[src/design/dfs_maze_carver_unit_macros.svh]
// assertion macros shared by the maze carver rtl
`ifndef DFS_MAZE_CARVER_UNIT_MACROS_SVH
`define DFS_MAZE_CARVER_UNIT_MACROS_SVH

// consequent checked in the same cycle as the antecedent
`define DMC_ASSERT_SAME(label, clk, rst_n, ante, cons, msg) \
    label: assert property (@(posedge clk) disable iff (!(rst_n)) (ante) |-> (cons)) \
        else $error(msg);

// consequent checked in the cycle after the antecedent
`define DMC_ASSERT_NEXT(label, clk, rst_n, ante, cons, msg) \
    label: assert property (@(posedge clk) disable iff (!(rst_n)) (ante) |=> (cons)) \
        else $error(msg);

`endif

[src/design/dmc_pkg.sv]
// shared types and constants of the maze carver
package dmc_pkg;

    // sequencer states
    typedef enum logic [2:0] {
        ST_IDLE,
        ST_CLEAR,
        ST_ROW1,
        ST_ROW2,
        ST_EVAL,
        ST_FIN
    } t_state;

    // item function code
    localparam logic FUNC_START = 1'b0;

    // result event codes
    localparam logic [1:0] EV_START = 2'd0;
    localparam logic [1:0] EV_MOVE  = 2'd1;
    localparam logic [1:0] EV_BACK  = 2'd2;
    localparam logic [1:0] EV_DONE  = 2'd3;

    // direction codes
    localparam logic [1:0] DIR_UP    = 2'd0;
    localparam logic [1:0] DIR_DOWN  = 2'd1;
    localparam logic [1:0] DIR_LEFT  = 2'd2;
    localparam logic [1:0] DIR_RIGHT = 2'd3;

    // configuration register indexes
    localparam logic CFG_GRID_ROWS = 1'b0;
    localparam logic CFG_GRID_COLS = 1'b1;

    // number of trial orders; ranks above wrap
    localparam logic [4:0] ORDER_COUNT = 5'd24;

    // lexicographic permutations of the four directions, first trial in the top bits
    localparam logic [7:0] ORDER_TABLE [24] = '{
        8'b00_01_10_11, 8'b00_01_11_10, 8'b00_10_01_11, 8'b00_10_11_01,
        8'b00_11_01_10, 8'b00_11_10_01, 8'b01_00_10_11, 8'b01_00_11_10,
        8'b01_10_00_11, 8'b01_10_11_00, 8'b01_11_00_10, 8'b01_11_10_00,
        8'b10_00_01_11, 8'b10_00_11_01, 8'b10_01_00_11, 8'b10_01_11_00,
        8'b10_11_00_01, 8'b10_11_01_00, 8'b11_00_01_10, 8'b11_00_10_01,
        8'b11_01_00_10, 8'b11_01_10_00, 8'b11_10_00_01, 8'b11_10_01_00
    };

    // move decision handed from the direction picker to the sequencer
    typedef struct packed {
        logic       found;
        logic [1:0] dir;
    } t_pick;

endpackage

[src/design/dmc_pick.sv]
// direction picker: bounds and visited checks, first free jump in trial order
module dmc_pick #(
    parameter int MAX_ROWS = 64,
    parameter int MAX_COLS = 64,
    parameter int JUMP     = 2
) (
    input  logic [$clog2(MAX_ROWS)-1:0] i_top_row,
    input  logic [$clog2(MAX_COLS)-1:0] i_top_col,
    input  logic [$clog2(MAX_ROWS):0]   i_rows,
    input  logic [$clog2(MAX_COLS):0]   i_cols,
    input  logic [MAX_COLS-1:0]         i_word_up,
    input  logic [MAX_COLS-1:0]         i_word_mid,
    input  logic [MAX_COLS-1:0]         i_word_dn,
    input  logic [4:0]                  i_order_index,
    output dmc_pkg::t_pick              o_pick,
    output logic [$clog2(MAX_ROWS)-1:0] o_tgt_row,
    output logic [$clog2(MAX_COLS)-1:0] o_tgt_col,
    output logic [$clog2(MAX_ROWS)-1:0] o_wall_row,
    output logic [$clog2(MAX_COLS)-1:0] o_wall_col
);

    localparam int RW = $clog2(MAX_ROWS);
    localparam int CW = $clog2(MAX_COLS);
    localparam int XR = RW + 3;
    localparam int XC = CW + 3;

    logic signed [XR-1:0] rx;
    logic signed [XC-1:0] cx;
    logic signed [XR-1:0] rows_x;
    logic signed [XC-1:0] cols_x;
    logic signed [XR-1:0] nr [4];
    logic signed [XR-1:0] wr [4];
    logic signed [XC-1:0] nc [4];
    logic signed [XC-1:0] wc [4];
    logic [CW-1:0]        cidx [4];
    logic [3:0]           inb;
    logic [3:0]           vis;
    logic [3:0]           ok;
    logic [4:0]           ridx;
    logic [7:0]           perm;
    logic [1:0]           dk;
    dmc_pkg::t_pick       pick;

    // signed views of the top cell and grid size
    assign rx     = signed'({3'b000, i_top_row});
    assign cx     = signed'({3'b000, i_top_col});
    assign rows_x = signed'({2'b00, i_rows});
    assign cols_x = signed'({2'b00, i_cols});

    // jump targets and wall cells of all four directions
    always_comb begin
        nr[dmc_pkg::DIR_UP]    = rx - XR'(JUMP);
        wr[dmc_pkg::DIR_UP]    = rx - XR'(1);
        nc[dmc_pkg::DIR_UP]    = cx;
        wc[dmc_pkg::DIR_UP]    = cx;
        nr[dmc_pkg::DIR_DOWN]  = rx + XR'(JUMP);
        wr[dmc_pkg::DIR_DOWN]  = rx + XR'(1);
        nc[dmc_pkg::DIR_DOWN]  = cx;
        wc[dmc_pkg::DIR_DOWN]  = cx;
        nr[dmc_pkg::DIR_LEFT]  = rx;
        wr[dmc_pkg::DIR_LEFT]  = rx;
        nc[dmc_pkg::DIR_LEFT]  = cx - XC'(JUMP);
        wc[dmc_pkg::DIR_LEFT]  = cx - XC'(1);
        nr[dmc_pkg::DIR_RIGHT] = rx;
        wr[dmc_pkg::DIR_RIGHT] = rx;
        nc[dmc_pkg::DIR_RIGHT] = cx + XC'(JUMP);
        wc[dmc_pkg::DIR_RIGHT] = cx + XC'(1);
    end

    // in-bounds and not yet visited, per direction
    always_comb begin
        for (int d = 0; d < 4; d++) begin
            inb[d]  = (nr[d] >= 0) && (nr[d] < rows_x) && (nc[d] >= 0) && (nc[d] < cols_x);
            cidx[d] = inb[d] ? nc[d][CW-1:0] : '0;
            case (2'(d))
                dmc_pkg::DIR_UP:   vis[d] = i_word_up[cidx[d]];
                dmc_pkg::DIR_DOWN: vis[d] = i_word_dn[cidx[d]];
                default:           vis[d] = i_word_mid[cidx[d]];
            endcase
            ok[d] = inb[d] & ~vis[d];
        end
    end

    // trial order lookup, ranks past the table wrap around
    assign ridx = (i_order_index >= dmc_pkg::ORDER_COUNT) ?
                  (i_order_index - dmc_pkg::ORDER_COUNT) : i_order_index;
    assign perm = dmc_pkg::ORDER_TABLE[ridx];

    // first acceptable direction wins: scan from last trial to first
    always_comb begin
        pick.found = 1'b0;
        pick.dir   = dmc_pkg::DIR_UP;
        dk         = dmc_pkg::DIR_UP;
        for (int k = 3; k >= 0; k--) begin
            dk = perm[7-2*k -: 2];
            if (ok[dk]) begin
                pick.found = 1'b1;
                pick.dir   = dk;
            end
        end
    end

    assign o_pick     = pick;
    assign o_tgt_row  = nr[pick.dir][RW-1:0];
    assign o_tgt_col  = nc[pick.dir][CW-1:0];
    assign o_wall_row = wr[pick.dir][RW-1:0];
    assign o_wall_col = wc[pick.dir][CW-1:0];

endmodule

[config.mk]
export PLATFORM = sky130hd
export DESIGN_NAME = dmc_pick
export DESIGN_NICKNAME = d
export VERILOG_FILES = /design/src/design/dfs_maze_carver_unit_macros.svh /design/src/design/dmc_pkg.sv /design/src/design/dmc_pick.sv
export SDC_FILE = /design/constraint.sdc
export NUM_CORES = 1
export LEC_CHECK = 0
export ABC_AREA = 1
export BUFFER_PORTS_ARGS = -buffer_cell sky130_fd_sc_hd__clkbuf_2
export CORE_AREA = 2 2 106 108
export DETAILED_ROUTE_END_ITERATION = 12
export DIE_AREA = 0 0 108 110
export PLACE_DENSITY = 0.93
export SLEW_MARGIN = 20
export SYNTH_ARGS = -nofsm -noshare
export SYNTH_HDL_FRONTEND = slang
export SYNTH_SLANG_ARGS = --single-unit
[constraint.sdc]
create_clock -name vclk -period 8.1
set_clock_uncertainty 0.1 [all_clocks]
set_input_delay 0 -clock vclk [all_inputs]
set_output_delay 0 -clock vclk [all_outputs]
set_load 0.02 [all_outputs]
# == After elaboration in Yosys (flattened, before gate mapping) ==
# Memory sizes are Yosys's and may differ from the RTL's.
# Index checks and enable logic that the tools add are counted.
# classes
add_sub_neg,9
multipliers,0
n_div,0
order_cmp,23
eq_ne,0
shift,0
mux,39
n_bitwise,10
reduce_logical,11
# ops
cell,count
9-bit binary-select mux with 2-bit select,4
6-bit 2-to-1 mux,12
7-bit by 1-bit >= comparator with 1-bit output (second input constant),4
6-bit by 7-bit < comparator with 1-bit output (second input constant),4
1-bit binary-select mux with 6-bit select,4
7-bit by 8-bit < comparator with 1-bit output,2
8-bit 2-to-1 mux,2
6-bit by 1-bit adder with 7-bit output (second input constant),2
6-bit by 2-bit adder with 7-bit output (second input constant),2
6-bit by 7-bit < comparator with 1-bit output,2
7-bit < comparator,2
6-bit by 1-bit subtractor with 7-bit output (second input constant),2
6-bit by 2-bit subtractor with 7-bit output (second input constant),2
6-bit by 1-bit >= comparator with 1-bit output (second input constant),2
2-bit by 3-bit < comparator with 1-bit output (second input constant),4
3-bit 2-to-1 mux,4
1-bit logical AND,11
1-bit binary-select mux with 2-bit select,4
1-bit 2-to-1 mux,8
6-bit >= comparator (second input constant),1
5-bit inverter with 6-bit output,1
5-bit >= comparator (second input constant),1
5-bit 2-to-1 mux,1
5-bit subtractor (second input constant),1
other kinds (4),10
# totals
register_bits,0
latchBits,0
ramBits,0
romBits,256
inputBits,223
out_inout_bits,27
elab_cells,93
memories,1
# memory_table
name,words,word_bits,rd,rd_ports_with_merged_regs,write_ports,line_no,text
(name not given),32,8,1,0,0,dmc_pick.sv:87,assign perm = dmc_pkg::ORDER_TABLE[ridx];

# == Logic depth before layout (Yosys ltp) ==
# Gate-level depths: netlist of run 1.
# depth
ltp_word,20
ltp_mapped,35
mapped_depth_nobuf,34

# == Worst setup path before layout of run 1 ==
# OpenSTA, ideal clock, no wires.
# synth_timing
kind,input port to output port
startpoint,input i_top_col[3]
endpoint,output o_tgt_row[5]
arrival_ns,3.439
t_required_ns,8.000
slack_ns,4.561
stages,30
path_cell_list,buf_2 clkbuf_1 nand3_1 xor2_1 inv_1 ha_1 nand2_1 inv_1 nand2_1 nand2_1 inv_1 nand2_1 nor2_4 buf_4 buf_6 o2111ai_1 nand3_1 nand3_1 nand3_1 nand3_1 nand3_1 nand2_1 nand3_2 nand2_2 a21oi_2 nand2_1 nand2_4 buf_6 nand2_1 nand2_1
# synth_rtl
item,line_no,text
"start, declared",dmc_pick.sv:8,"input logic [$clog2(MAX_COLS)-1:0] i_top_col,"
"end, declared",dmc_pick.sv:16,"output logic [$clog2(MAX_ROWS)-1:0] o_tgt_row,"

# == Worst setup path in the final report of run 1 ==
# layout_timing
startpoint,input i_top_col[2]
endpoint,output o_wall_row[5]
# layout_via
elab_chain_cells,19
word_cells_on_any_way,52
classes_between,2 x add/sub; 6 x order compare; 27 x mux; 9 x bitwise; 8 x reduce/logical
# layout_lines
item,line_no,text
6-bit by 2-bit subtractor with 7-bit output or 6-bit by 2-bit adder with 7-bit output (tied branches),"dmc_pick.sv:62, dmc_pick.sv:66",
7-bit by 1-bit >= comparator with 1-bit output,dmc_pick.sv:73,inb[d] = (nr[d] >= 0) && (nr[d] < rows_x) && (nc[d] >= 0) && (nc[d] < cols_x);
1-bit logical AND (2 in series),dmc_pick.sv:73,
6-bit 2-to-1 mux,dmc_pick.sv:74,cidx[d] = inb[d] ? nc[d][CW-1:0] : '0;
1-bit binary-select mux with 6-bit select,dmc_pick.sv:78,default: vis[d] = i_word_mid[cidx[d]];
1-bit 2-to-1 mux (implied by the code),dmc_pick.sv:78,
1-bit inverter,dmc_pick.sv:80,ok[d] = inb[d] & ~vis[d];
1-bit AND,dmc_pick.sv:80,
1-bit binary-select mux with 2-bit select,dmc_pick.sv:96,if (ok[dk]) begin
1-bit 2-to-1 mux (implied by the code),dmc_pick.sv:96,
3-bit 2-to-1 mux (3 in series),dmc_pick.sv:96,
3-bit 2-to-1 mux *,dmc_pick.sv:96,
2-bit inverter with 3-bit output (implied by the code) *,dmc_pick.sv:106,assign o_wall_row = wr[pick.dir][RW-1:0];
9-bit binary-select mux with 2-bit select *,dmc_pick.sv:106,
6-bit 2-to-1 mux (implied by the code) * (2 in series),dmc_pick.sv:106,
"end, declared",dmc_pick.sv:18,"output logic [$clog2(MAX_ROWS)-1:0] o_wall_row,"
# Every way passes the cells marked *; elsewhere a longest branch is shown, timed or not. The select of a mux whose other input is x is not followed.

==> results of run 1 <==
## logic make-up (layout without fill, tap and decap cells)
| family | count (synthesis) | count (layout) | share of synthesized area (%) |
|---|---|---|---|
| buffers and inverters | 254 | 453 | 18.21 |
| adders and majority gates | 48 | 48 | 10.29 |
| and+or+nand+nor | 725 | 725 | 58.78 |
| AOI/OAI and AO/OA | 76 | 76 | 8.364 |
| xor gates and xnor gates | 29 | 29 | 4.354 |
## Yosys cell counts, drive strengths merged
cell type    n  area share [%]
nand4       21             2.5
ha          48              10
xnor2        2            0.30
o21ai       32             2.8
xor2        27             4.1
a221oi       1            0.15
o211ai       7            0.90
a21boi       3            0.58
buf         37             4.2
nor3         2            0.17
nand2      302              20
a22oi        1            0.13
inv        199              13
o2111ai      7             1.1
clkbuf      16             1.1
nand3      278              25
a21oi       21             2.2
nor2        86             6.6
nor3b        1            0.13
clkinv       2            0.13
nand3b       7            0.90
a32o         1            0.17
or2         27             2.9
o21a         3            0.39
and3         1            0.11
## cell type report
cell class | count | area (µm²) | share of cell area (%)
well taps | 140 | 175.2 | 2.510
inverters | 201 | 754.5 | 10.81
multi-input cells | 878 | 4772 | 68.39
repair buffers | 252 | 1276 | 18.29
## stage by stage
stage	power (mW)	hold WS, ns	instance area, µm²
global route	0.8457	0.2250	6978
finish	0.7696	0.2297	6978
CTS	0.7538	0.2180	6963
floorplan	0.5570	0.01259	5834
detailed placement	0.7502	0.2171	6963
global placement	0.7395	0.2108	6963
## final timing paths
kind	to	cells past startpoint	slack, ns
worst max-delay path	o_wall_row[5]	30	2.66
worst min-delay path	o_tgt_row[0]	2	0.23
## routing by layer
metal / part of all wire, % / GRT usage (%)
met5: 0 / 0
met4: 3.2 / 10.53
met3: 10 / 2.939
met2: 46 / 59.84
met1: 41 / 42.61
## power groups by stage
stage               Clock (mW)  Combinational (mW)  Sequential [mW]
global placement             0               0.740                0
detailed placement           0               0.750                0
CTS                          0               0.754                0
global route                 0               0.846                0
finish                       0               0.770                0
floorplan                    0               0.557                0
==> summary.txt, run 1 <==
Worst setup path
  • CP bufs+invs: 6
  • CP top delay family: simple AND/OR/NAND/NOR gates
  • CP max-delay cell: xnor2_1
  • Crit-path max FO: 24
  • Setup crit start: i_top_col[2]
  • Most frequent CP cell: nand2_1
  • Critical path capture point type: primary output
  • CP Launch Type: input pin
  • CP peak stage delay: 0.57 ns
  • Critical path required time: 8.00 ns
  • WS Path Type: input pin to primary output
  • Crit path DAT: 5.34 ns

Finish
  • Nets: 1604
  • Fin util: 65.23%
  • FF/Latch Area: 0 µm²
  • Layout cells sized above 1: 24.79%
  • Commonest non-fill, non-tap cells in the layout: nand2_1, nand3_1, clkbuf_2, inv_1, nor2_1
  • Layout Area Growth over Synthesis: 19.60%
  • Antenna diode count: 0
  • Cell Count, Final, Fillers Out: 1471
  • Layout fillers: 1074
  • Commonest non-fill, non-tap cell in the layout: nand2_1
  • Clkbuf count: 0
  • Seq_cells: 0

Routing
  • Via-to-Cell Ratio: 5.598
  • Routed len/inst: 14.30 µm
  • WL final: 21040 µm
  • DR iter-0 viols: 797
  • Final ANT Viol Nets: 0
  • DR DRC count: 0
  • TritonRoute pass-1 iters: 11
  • Via count: 8235

Floorplan
  • Num ports: 250
  • Initial Util: 54.54%
  • Die area: 0.01188 mm²
  • Die span in y: 110 µm
  • Row Count: 38
  • Die Wd: 108 µm
  • Core footprint: 0.01070 mm²

Timing
  • Final hold vios: 0
  • Worst-Margin Slew: 0.9381 ns
  • Setup TNS: 0 ns
  • Worst slew margin: 37.39%
  • Final min period: 5.442 ns
  • Fin crit share: 67.18%
  • Max Slew Vio Count: 0
  • RSZ-0062 raised after global routing: false
  • Setup violators final: 0
  • Setup WS post-layout: 2.658 ns
  • Fmax: 183.8 MHz

Place
  • DP Wirelength: 16520 µm
  • Placed Cells: 1470
  • Port Buf Inserts: 250
  • Routability cong.: 0.9913
  • Worst setup slack after placement: 2.806 ns

Synth
  • Sequential area share after synthesis: 0%
  • Yosys warning total: 0
  • Yosys cell types: 43
  • Syn Inst Count: 1132
  • Mapped Nets: 1403
  • Synth Area per Inst: 5.154 µm²
  • Mapped cell area: 0.005834 mm²

Power
  • Sw Share: 66.54%
  • P per Cell Area: 110.3 mW/mm²
  • Comb pwr share: 100.0%
  • Sw power: 0.5121 mW
  • Int Pwr: 0.2575 mW
  • Sequential Power Share: 0%
  • Leakage: 4.397 nW
  • Peak supply drop: 126.7 µV
  • Clk pwr share: 0%

Min path
  • Hold Path Class: input pin to primary output
  • Min-delay src: i_top_row[0]

GRT
  • Initial antenna violation count: 0
  • First-pass GRT wire length: 33020 µm
  • Largest net degree at the start of global routing: 59
  • GRT overflow: 0
  • GRT Util Overall: 33.49%
  • Vias in the first global route: 7267

Run
  • Max Cap Viol: 0

Status
  • Status: complete, no violations

Clocking
  • Post-CTS Setup Inserts: 0
  • Hold-fix buffers, CTS: 0
  • CTS resizes: 0
Note: power is estimated with default switching activity, not from simulation.
==> run 2: changes to the inputs <==
--- a/config.mk
+++ b/config.mk
@@ -5,12 +5,12 @@
 export SDC_FILE = /design/constraint.sdc
 export NUM_CORES = 1
 export LEC_CHECK = 0
-export ABC_AREA = 1
+export ABC_AREA = 0
 export BUFFER_PORTS_ARGS = -buffer_cell sky130_fd_sc_hd__clkbuf_2
-export CORE_AREA = 2 2 106 108
+export CORE_AREA = 2 2 110 112
 export DETAILED_ROUTE_END_ITERATION = 12
-export DIE_AREA = 0 0 108 110
-export PLACE_DENSITY = 0.93
+export DIE_AREA = 0 0 112 114
+export PLACE_DENSITY = 0.82
 export SLEW_MARGIN = 20
 export SYNTH_ARGS = -nofsm -noshare
 export SYNTH_HDL_FRONTEND = slang
==> constraint.sdc (replaced) <==
create_clock -name vclk -period 4.9
set_clock_uncertainty 0.1 [all_clocks]
set_input_delay 0 -clock vclk [all_inputs]
set_output_delay 0 -clock vclk [all_outputs]
set_load 0.02 [all_outputs]
==> summary.txt, run 2 <==
Synth
  • Ranking of synthesized cells by area: mux4_2, ha_1, mux2i_1
  • Sequential area share after synthesis: 0% (unchanged)
  • Largest area contributor in the netlist: mux4_2
  • Syn Inst Count: 624 (-45%)
  • Yosys warning total: 0 (unchanged)
  • Synth Area per Inst: 7.986 µm² (+55%)
  • Synth Area in Adders: 12.05% (+1.8 points)
  • Commonest cells post-synth: ha_1, nand2_1, nor2_1
  • Simple-gate area share of the yosys netlist: 17.88% (-41 points)
  • Count leader, synth: ha_1
  • Largest family of logic cells by synthesized area: compound AO/OA/AOI/OAI gates
  • Yosys cell types: 90 (+110%)
  • Post-Synth XOR/XNOR Area: 6.151% (+1.8 points)
  • Area share of the leading cell type in the synthesized netlist: 13.11% (-10 points)
  • Mux contribution to synthesized area: 24.50% (+25 points)
  • Mapped cell area: 0.004984 mm² (-15%)
  • Mapped Nets: 895 (-36%)
  • Synth Area in Compound Gates: 30.73% (+22 points)

Power
  • Sw power: 0.6118 mW (+19%)
  • Leakage: 3.172 nW (-28%)
  • Comb pwr share: 100.0% (about the same)
  • Tot Pwr: 1.097 mW (+43%)
  • Peak supply drop: 195.2 µV (+54%)
  • Clk pwr share: 0% (unchanged)
  • Int Pwr: 0.4857 mW (+89%)
  • Sequential Power Share: 0% (unchanged)
  • P per Cell Area: 169.4 mW/mm² (+54%)
  • Sw Share: 55.74% (-11 points)

GRT
  • GRT Util Overall: 26.52% (-7.0 points)
  • First-pass GRT wire length: 28240 µm (-14%)
  • Vias in the first global route: 5778 (-20%)
  • Largest net degree at the start of global routing: 38 (-36%)
  • GRT overflow: 0 (unchanged)
  • Initial antenna violation count: 0 (unchanged)

Min path
  • Cells on Worst Hold Path: 2 (unchanged)
  • Min-delay src: i_top_row[0]
  • Hold Path Class: input pin to primary output
  • Hold Path Sink: o_tgt_row[0]

Worst setup path
  • WS Path Type: input pin to primary output
  • Crit-path max FO: 12 (-50%)
  • Critical path capture point type: primary output
  • Crit path DAT: 4.54 ns (-0.80 ns)
  • CP Launch Type: input pin
  • Critical path required time: 4.80 ns (-3.20 ns)

Finish
  • Final Cell Area: 0.006480 mm² (-7.1%)
  • Commonest non-fill, non-tap cell in the layout: clkbuf_2
  • FF/Latch Area: 0 µm² (unchanged)
  • Antenna diode count: 0 (unchanged)
  • Nets: 1136 (-29%)
  • Cell Count, Final, Fillers Out: 1010 (-31%)
  • Layout cells sized above 1: 43.57% (+19 points)
  • Clkbuf count: 0 (unchanged)
  • Commonest non-fill, non-tap cells in the layout: clkbuf_2, ha_1, nand2_1, nor2_1
  • Layout Area Growth over Synthesis: 30.03%
  • Seq_cells: 0 (unchanged)

Place
  • Placed Cells: 1009 (-31%)
  • DP Wirelength: 14920 µm (-9.7%)
  • Routability cong.: 0.9774 (-1.4%)
  • Area post-placement: 0.006402 mm² (-8.1%)
  • Port Buf Inserts: 250 (unchanged)
  • Worst setup slack after placement: 0.1413 ns (-2.665 ns)

Floorplan
  • Core footprint: 0.01171 mm² (+9.5%)
  • Num ports: 250 (unchanged)
  • Initial Util: 42.55% (-12 points)
  • Row Count: 40 (+5.3%)
  • Die area: 0.01277 mm² (+7.5%)
  • Die span in y: 114 µm (+3.6%)
  • Die Wd: 112 µm (+3.7%)

Routing
  • Via count: 5966 (-28%)
  • DR iter-0 viols: 351 (-56%)
  • Routed len/inst: 17.62 µm (+23%)
  • Final ANT Viol Nets: 0 (unchanged)
  • TritonRoute pass-1 iters: 4 (-7)
  • Via-to-Cell Ratio: 5.907 (+5.5%)
  • DR DRC count: 0 (unchanged)
  • WL final: 17800 µm (-15%)

Timing
  • RSZ-0062 raised after global routing: false
  • Setup WS post-layout: 0.2639 ns (-2.394 ns)
  • Final hold vios: 0 (unchanged)
  • Setup violators final: 0 (unchanged)
  • Fin crit share: 94.61%
  • Setup TNS: 0 ns (unchanged)
  • Worst slew margin: 51.79% (+14 points)
  • Fmax: 215.7 MHz
  • Worst-Margin Slew: 0.7156 ns (-0.2225 ns)
  • Max Slew Vio Count: 0 (unchanged)
  • Final min period: 4.636 ns

Status
  • Status: complete, no violations

Run
  • Max Cap Viol: 0 (unchanged)
-- run 2: cell count changes in the layout (fill, tap and decap cells not counted), sizes merged, moves of 13 or more --
cell   before  now
a21oi      21   38
buf         3   38
inv       199   36
mux2        0   20
mux2i       0   33
mux4        0   29
nand2     302   46
nand3     278   24
nand4      21    5
nor2       86   45
nor3        2   15
or2        27    6
xnor2       2   20
-- run 2: kinds of logic (layout without fill, tap and decap cells) --
group                    Yosys count  in the layout
AO/OA/AOI/OAI                    199            199
XOR/XNOR                          35             35
adder cells (fa/ha/maj)           48             48
buffers and inverters             84            323
multiplexers                      82             82
AND/OR/NAND/NOR                  176            176
-- run 2: cell type report --
class	instances	area [µm²]
Timing Repair Buffer	286	1536
Tap cell	147	183.9
Inverter	37	138.9
Multi-Input combinational cell	540	4621
Fill cell	1138	5231
-- run 2: stage by stage --
step,hold WS (ns),util [%]
after global routing,0.3184,55.33
after global placement,0.2956,54.67
final,0.2967,55.33
after floorplan,0.01259,-
after CTS,0.2974,54.67
after detailed placement,0.2972,54.67
-- run 2: worst max-delay path: stages --
cell and delay (ns):
buf_2 0.25, and3_2 0.29, xor2_1 0.17, ha_1 0.26, a211oi_1 0.27, nor2_1 0.10
a211o_1 0.33, or2_4 0.29, nor3_1 0.24, a2111oi_2 0.08, buf_4 0.16, a2111oi_4 0.29
buf_4 0.19, a21boi_1 0.20, o211ai_1 0.14, o31ai_4 0.22, mux2i_4 0.11, buf_4 0.20
buf_4 0.17, mux2i_1 0.18, nor2_2 0.05, xnor2_1 0.14, clkbuf_2 0.19
-- run 2: power groups by stage --
stage	Sequential, mW	Combinational [mW]	Clock, mW
after global routing	0	1.19	0
after detailed placement	0	1.08	0
after global placement	0	1.07	0
after CTS	0	1.08	0
after floorplan	0	0.746	0
final	0	1.10	0
-- run 2: how the worst max path moves through the flow --
stage                     slack [ns]          from       endpoint
final                           0.26  i_top_row[3]  o_wall_row[2]
after global routing           0.004  i_top_col[1]  o_wall_row[2]
after CTS                       0.13  i_top_row[1]  o_wall_col[5]
after detailed placement        0.14  i_top_row[1]  o_wall_col[5]
after global placement          0.13  i_top_row[1]  o_wall_col[5]
after floorplan                 0.04  i_top_col[2]  o_wall_col[5]
-- run 2: what timing repair did --
action / 4_1_cts / 5_1_grt
endpoints found under the hold margin: 0 / 0
setup buffers: 0 / 1
endpoints found under the setup margin: 0 / 18
hold buffers: 0 / 0
resized for setup: 0 / 18
-- run 2: layer usage --
layer | vias up | track usage (%) | share of wire (%)
met5 | - | 0 | 0
met4 | 0 | 7.480 | 3.1
met3 | 47 | 2.763 | 6.3
met2 | 263 | 49.98 | 50
met1 | 2766 | 31.99 | 41
li1 | 2890 | - | -
